$ cat src/snhs_pkg.sv
`default_nettype none

package snhs_pkg;

    // Network size and derived widths
    localparam int MAX_NEURONS = 32;
    localparam int NW          = $clog2(MAX_NEURONS);
    localparam int CW          = NW + 1;
    localparam int SYN_DEPTH   = MAX_NEURONS * MAX_NEURONS;
    localparam int AW          = $clog2(SYN_DEPTH);
    localparam int TW          = 16 + $clog2(MAX_NEURONS);
    localparam int DVD_W       = 32;
    localparam int DVS_W       = TW + 1;

    // Fixed-point one in Q1.15
    localparam logic [16:0] Q15_ONE = 17'd32768;

    // Request codes
    localparam logic [1:0] REQ_LOAD   = 2'd0;
    localparam logic [1:0] REQ_INJECT = 2'd1;
    localparam logic [1:0] REQ_TICK   = 2'd2;

    // Configuration register indexes
    localparam logic [2:0] CFG_NEURONS   = 3'd0;
    localparam logic [2:0] CFG_THRESHOLD = 3'd1;
    localparam logic [2:0] CFG_CAP       = 3'd2;
    localparam logic [2:0] CFG_RATE      = 3'd3;
    localparam logic [2:0] CFG_DECAY     = 3'd4;
    localparam logic [2:0] CFG_FLOOR     = 3'd5;

    typedef struct packed {
        logic        valid;
        logic [15:0] weight;
        logic [15:0] distance;
    } syn_entry_t;

    typedef struct packed {
        logic busy;
        logic done;
    } div_stat_t;

    typedef enum logic [3:0] {
        ST_CLEAR,
        ST_IDLE,
        ST_NEURON,
        ST_SUM_RD,
        ST_SUM_ACC,
        ST_DLV_RD,
        ST_DLV_CHK,
        ST_DLV_DIVGO,
        ST_DLV_DIV,
        ST_DLV_POT,
        ST_DLV_WR,
        ST_DEC_RD,
        ST_DEC_CHK,
        ST_DEC_WR,
        ST_SETTLE
    } seq_state_t;

endpackage

`default_nettype wire

$ cat src/snhs_div.sv
`default_nettype none

module snhs_div (
    input  wire logic                       clk,
    input  wire logic                       rst_n,
    input  wire logic                       start,
    input  wire logic [snhs_pkg::DVD_W-1:0] dividend,
    input  wire logic [snhs_pkg::DVS_W-1:0] divisor,
    output snhs_pkg::div_stat_t             stat,
    output logic [snhs_pkg::DVD_W-1:0]      quotient
);
    import snhs_pkg::*;

    localparam int KW = $clog2(DVD_W);
    localparam logic [KW-1:0] LAST = KW'(DVD_W - 1);

    logic              busy_reg, busy_next;
    logic              done_reg, done_next;
    logic [KW-1:0]     cnt_reg, cnt_next;
    logic [DVD_W-1:0]  q_reg, q_next;
    logic [DVS_W-1:0]  rem_reg, rem_next;
    logic [DVS_W-1:0]  dvs_reg, dvs_next;
    logic [DVS_W:0]    trial;

    // Restoring divide, one quotient bit per cycle
    always_comb
    begin
        busy_next = busy_reg;
        done_next = 1'b0;
        cnt_next  = cnt_reg;
        q_next    = q_reg;
        rem_next  = rem_reg;
        dvs_next  = dvs_reg;
        trial     = {rem_reg, q_reg[DVD_W-1]};
        if (start)
        begin
            busy_next = 1'b1;
            cnt_next  = '0;
            q_next    = dividend;
            rem_next  = '0;
            dvs_next  = divisor;
        end
        else if (busy_reg)
        begin
            if (trial >= {1'b0, dvs_reg})
            begin
                rem_next = DVS_W'(trial - {1'b0, dvs_reg});
                q_next   = {q_reg[DVD_W-2:0], 1'b1};
            end
            else
            begin
                rem_next = trial[DVS_W-1:0];
                q_next   = {q_reg[DVD_W-2:0], 1'b0};
            end
            cnt_next = cnt_reg + 1'b1;
            if (cnt_reg == LAST)
            begin
                busy_next = 1'b0;
                done_next = 1'b1;
            end
        end
    end

    always_ff @(posedge clk or negedge rst_n)
    begin
        if (!rst_n)
        begin
            busy_reg <= 1'b0;
            done_reg <= 1'b0;
            cnt_reg  <= '0;
        end
        else
        begin
            busy_reg <= busy_next;
            done_reg <= done_next;
            cnt_reg  <= cnt_next;
        end
    end

    always_ff @(posedge clk)
    begin
        q_reg   <= q_next;
        rem_reg <= rem_next;
        dvs_reg <= dvs_next;
    end

    assign stat.busy = busy_reg;
    assign stat.done = done_reg;
    assign quotient  = q_reg;

endmodule

`default_nettype wire

$ cat config.mk
export PLATFORM = sky130hd
export DESIGN_NAME = snhs_div
export DESIGN_NICKNAME = d
export VERILOG_FILES = /design/src/snhs_pkg.sv /design/src/snhs_div.sv
export SDC_FILE = /design/constraint.sdc
export NUM_CORES = 1
export LEC_CHECK = 0
export ABC_AREA = 1
export CORE_ASPECT_RATIO = 1.75
export CORE_MARGIN = 2
export CORE_UTILIZATION = 45
export DETAILED_ROUTE_END_ITERATION = 10
export DONT_BUFFER_PORTS = 1
export PLACE_DENSITY = 0.62
export SYNTH_ARGS = -nofsm -noshare
export SYNTH_HDL_FRONTEND = slang
export SYNTH_SLANG_ARGS = --single-unit
$ cat constraint.sdc
create_clock -name clk -period 1.8 [get_ports clk]
set_clock_uncertainty 0.15 [all_clocks]
set_input_delay 0.36 -clock clk [delete_from_list [all_inputs] [get_ports clk]]
set_output_delay 0.36 -clock clk [all_outputs]
set_load 0.02 [all_outputs]
Word level (Yosys, flattened, before mapping)
Cells that the tools add are included.
{ "op_classes": {"add_sub_neg": 2, "order_cmp": 1, "eq_ne": 1, "muxes": 12, "reduce_logical": 1} }
{ "ops": {"columns": ["cell", "count"], "rows": [
  ["$mux W32", 2],
  ["$ge A23 B22 Y1", 1],
  ["$mux W22", 1],
  ["$sub A22 B22 Y22", 1],
  ["$mux W5", 2],
  ["$mux W1", 7],
  ["$add A5 B1 Y5 const B", 1],
  ["$eq A5 B5 Y1 const B", 1],
  ["$reduce_bool A2 Y1", 1]
]} }
{ "word_totals": {"regBits": 83, "inputBits": 57, "output_inout_bits": 34, "wordCells": 23} }

Depth between registers and ports, before layout
{ "depth": {"word_depth": 4, "depth_mapped": 16, "depth_no_buf": 16} }

Worst setup path after synthesis
No wires, ideal clock.
{ "synth_timing": {"path_kind": "flip-flop to flip-flop", "start": "register q_reg[31], in the netlist quotient[31]", "end": "register rem_reg[18]", "setup_time_ps": 112, "arrival_time_ps": 1880, "t_required_ps": 1538, "setup_slack_ps": -342, "path_stages_with_launch": 17, "n_path_buf": 0, "synth_period_minus_slack_ps": 2142, "cell_sequence": "edfxtp_1 inv_1 ha_1 inv_1 fa_1 nand2_1 nand2_1 nand3_1 nand2_1 nand2_1 nand2_1 nand2_1 nand2_1 nand2_1 nand3_1 nand2_1 nand2_1"} }
{ "synth_via": {"elab_chain_len": 2, "elab_cells_between_ends": 3, "classes_between": "add/sub: 1; order compare: 1; mux: 1"} }
{ "synth_rtl": {"columns": ["element", "line", "text"], "rows": [
  ["from (decl)", "snhs_div.sv:20", "logic [DVD_W-1:0] q_reg, q_next;"],
  ["from (signal assigned)", "snhs_div.sv:82", "q_reg <= q_next;"],
  ["$sub A22 B22 Y22 / $ge A23 B22 Y1 (equally long branches)", "snhs_div.sv:47, snhs_div.sv:45", null],
  ["$mux W22 *", "snhs_div.sv:45", "if (trial >= {1'b0, dvs_reg})"],
  ["to (signal assigned)", "snhs_div.sv:83", "rem_reg <= rem_next;"],
  ["to (decl)", "snhs_div.sv:21", "logic [DVS_W-1:0] rem_reg, rem_next;"]
]} }
Mark *: on every way between the ends. The rest lies on a longest branch, timed or not.
A chain may end at the register's enable or synchronous reset.

Final worst setup path
Same ends and word-level chain as after synthesis.

==> results_dict.tcl <==
set metrics [dict create \
    slowest_stage "edfxtp_1" \
    hold_violations 0 \
    cp_max_fo 3 \
    final_max_slew_viol_count 0 \
    synth_top_flop_cell "edfxtp_1" \
    period_share_pct 118 \
    fillers 853 \
    overflow 0 \
    cts_tree "built" \
    synthTopCellsByArea "edfxtp_1, nand2_1, dfxtp_1, inv_1, ha_1" \
    place_area_sq_mm 0.00591 \
    avgViaCountPerCell 5.17 \
    worstSetupStartpointType "register" \
    synth.avg_cell_area_sq_um 7.48 \
    arrival_ps 2210 \
    grtUsageTotal_pct 23.7 \
    rsz0062_at_grt "true" \
    worst-r2r-setup-slack_ps -320 \
    die_area_sq_mm 0.0122 \
    clkLatencyLatePin_ps 340 \
    num-nets-final 902 \
    max_freq_mhz 472 \
    cellPowerDensity_mw_per_mm2 1400 \
    synth.most_common_cell "nand2_1" \
    drive_above_1_share_pct 37.8 \
    final_area_sq_mm 0.00765 \
    cap_viol_max_count 0 \
    wl_um 15000 \
    firstDrtPassIters 5 \
    yosysTopAreaCell "edfxtp_1" \
    run_status "complete, but fails checks" \
    cts_sinks 83 \
    cp_common_cell "nand2_4" \
    path_clk_slew_ps 70 \
    wl_per_cell_um 15.6 \
    htreeDepth 3 \
    cp_cell_sequence "inv_2, ha_4, inv_4, fa_2, nand2_2, nand2_4, nand3_4, nand2_4, nand2_4, nand2_4, nand2_4, nand2_1, nand2_1, nand3_2, nand2_1, nand2_1" \
    vias 4948 \
    netlist_area_sq_mm 0.00510 \
    violations "setup timing" \
    ant_nets 0 \
    rows 51 \
    hold_path_class "in -> reg" \
    port_buffers 0 \
    syn-num-nets 764 \
    die_w_um 84.5 \
    yosys_warnings 0 \
    grt_max_degree 36 \
    core_sq_mm 0.0111 \
    synthToLayoutAreaGrowth_pct 50.0 \
    tightestPinTransition_ps 463 \
    die_h_um 145 \
    cts_root_buf "clkbuf_16" \
    ir_worst_vdd_mv 0.845 \
    synthArstFlopShare_pct 8.43 \
    yosysSeqAreaShare_pct 43.9 \
    ys_types 34 \
    grt_pass1_wl_um 22600 \
    max_stage_delay_ps 410 \
    synth_common_cells "nand2_1, inv_1, edfxtp_1, nand3_1, nor2_1" \
    grt_antenna_before_repair 0 \
    postSynthCellCount 682 \
    antennaDiodeCount 0 \
    power_leakage_nw 3.75 \
    drcViolationCount 0 \
    critPathKind "reg -> reg" \
    grt_pass1_vias 4840 \
    initial_core_util_pct 45.9 \
    ys_ff_latch 83 \
    place_hpwl_um 9850 \
    largest_reg_flops 32 \
    gp_congestion 0.911 \
    fin_crit_ps 2120 \
    io_pins 91 \
    max_slew_margin_pct 68.8 \
    cts_buffers 9 \
    yosysTopAreaCellShare_pct 31.8 \
    place_ws_ps -445 \
    setup_slack_ps -320 \
    cts_buffer_depth 2 \
    setup_viol 23 \
    worst_ep_required_time_ps 1890 \
    endpoint_kind "register" \
    drt-initial-drc-count 250 \
    synth_enable_flop_cells 54 \
]
## worst paths after layout
check                                to  depth (start not counted)          from
hold / removal             quotient[30]                          2         start
min in group asynchronous      done_reg                          1         rst_n
max in group asynchronous    cnt_reg[4]                          1         rst_n
setup / recovery            rem_reg[18]                         16  quotient[31]
setup reg to reg            rem_reg[18]                         16  quotient[31]
hold reg to reg              rem_reg[3]                          2    rem_reg[3]
## cell type report
type	count	area, sq um	area share (%)
multi-input cells	470	3210	42.0
flip-flops and latches	83	2240	29.2
repair buffers	146	1290	16.9
inverters	110	419	5.48
clock buffers	10	229	2.99
well taps	132	165	2.16
clock inverters	6	96.3	1.26
## layout by cell type, fill, tap and decap left out, types with 3 or more instances in the layout
cell type / synthesis / final
inv_1: 109 / 88
ha_4: 0 / 20
nand2_4: 2 / 26
a21oi_2: 0 / 6
nand2_1: 279 / 219
nand3b_1: 14 / 14
nand3_4: 0 / 3
buf_6: 7 / 8
nor3_1: 6 / 6
a21oi_1: 19 / 12
dfxtp_1: 22 / 22
xnor2_1: 7 / 4
buf_12: 0 / 4
nor2_4: 1 / 13
nand3_2: 3 / 27
buf_4: 3 / 106
clkbuf_16: 0 / 10
dlygate4sd3_1: 0 / 23
nand3_1: 47 / 20
nand2_2: 6 / 40
nand4_1: 4 / 4
nor2_2: 5 / 5
inv_2: 0 / 19
ha_1: 24 / 4
buf_8: 0 / 3
o21ai_1: 9 / 7
xnor2_2: 0 / 3
nor2_1: 28 / 16
edfxtp_1: 54 / 54
dfrtp_1: 7 / 7
## per-layer routing
metal	GRT usage, %	routed length (um)
met1	23.2	5290
met2	46.4	8170
met3	4.31	712
met4	12.1	784
met5	0	0
## kinds of logic (layout without fill, tap and decap cells)
family	count (synthesis)	count (layout)	share of synthesized area, %
flops	83	83	43.9
simple gates	398	398	33.3
compound gates	38	38	4.24
fa+ha+maj	25	25	6.28
xor+xnor	9	9	1.55
buf+inv	129	272	10.8
## stage by stage
| stage | total power (W) | hold slack (ps) | std cells | util (%) | TNS (ps) |
|---|---|---|---|---|---|
| final | 0.0107 | 51.2 | 957 | 68.9 | -6160 |
| after CTS | 0.00989 | 42.3 | 952 | 65.5 | -5510 |
| after global routing | 0.0113 | 46.6 | 957 | 68.9 | -8080 |
| after global placement | 0.00650 | -85.2 | 892 | 53.2 | -7140 |
| after detailed placement | 0.00656 | -85.3 | 892 | 53.2 | -8930 |
| after floorplan | 0.00505 | -85.6 | 682 | - | -3340 |
## what timing repair did
action,in CTS,in global routing
endpoints found under the setup margin,23,23
resized for setup,130,88
hold buffers,24,0
pin swaps,37,67
buffers inserted,18,10
cloned,3,1
endpoints found under the hold margin,55,0
## power by group
group | switching [W] | internal [W]
Sequential | 0.000338 | 0.00235
Clock | 0.000811 | 0.00123
Combinational | 0.00306 | 0.00293
Total | 0.00421 | 0.00651
## worst max-delay path, delay by kind of cell (launching register included)
family,cells,cell delay [ps]
adder cells (fa/ha/maj),2,480
buffers and inverters,2,130
flip-flops,1,410
AND/OR/NAND/NOR,12,840
Note: power is estimated with default switching activity, not from simulation.
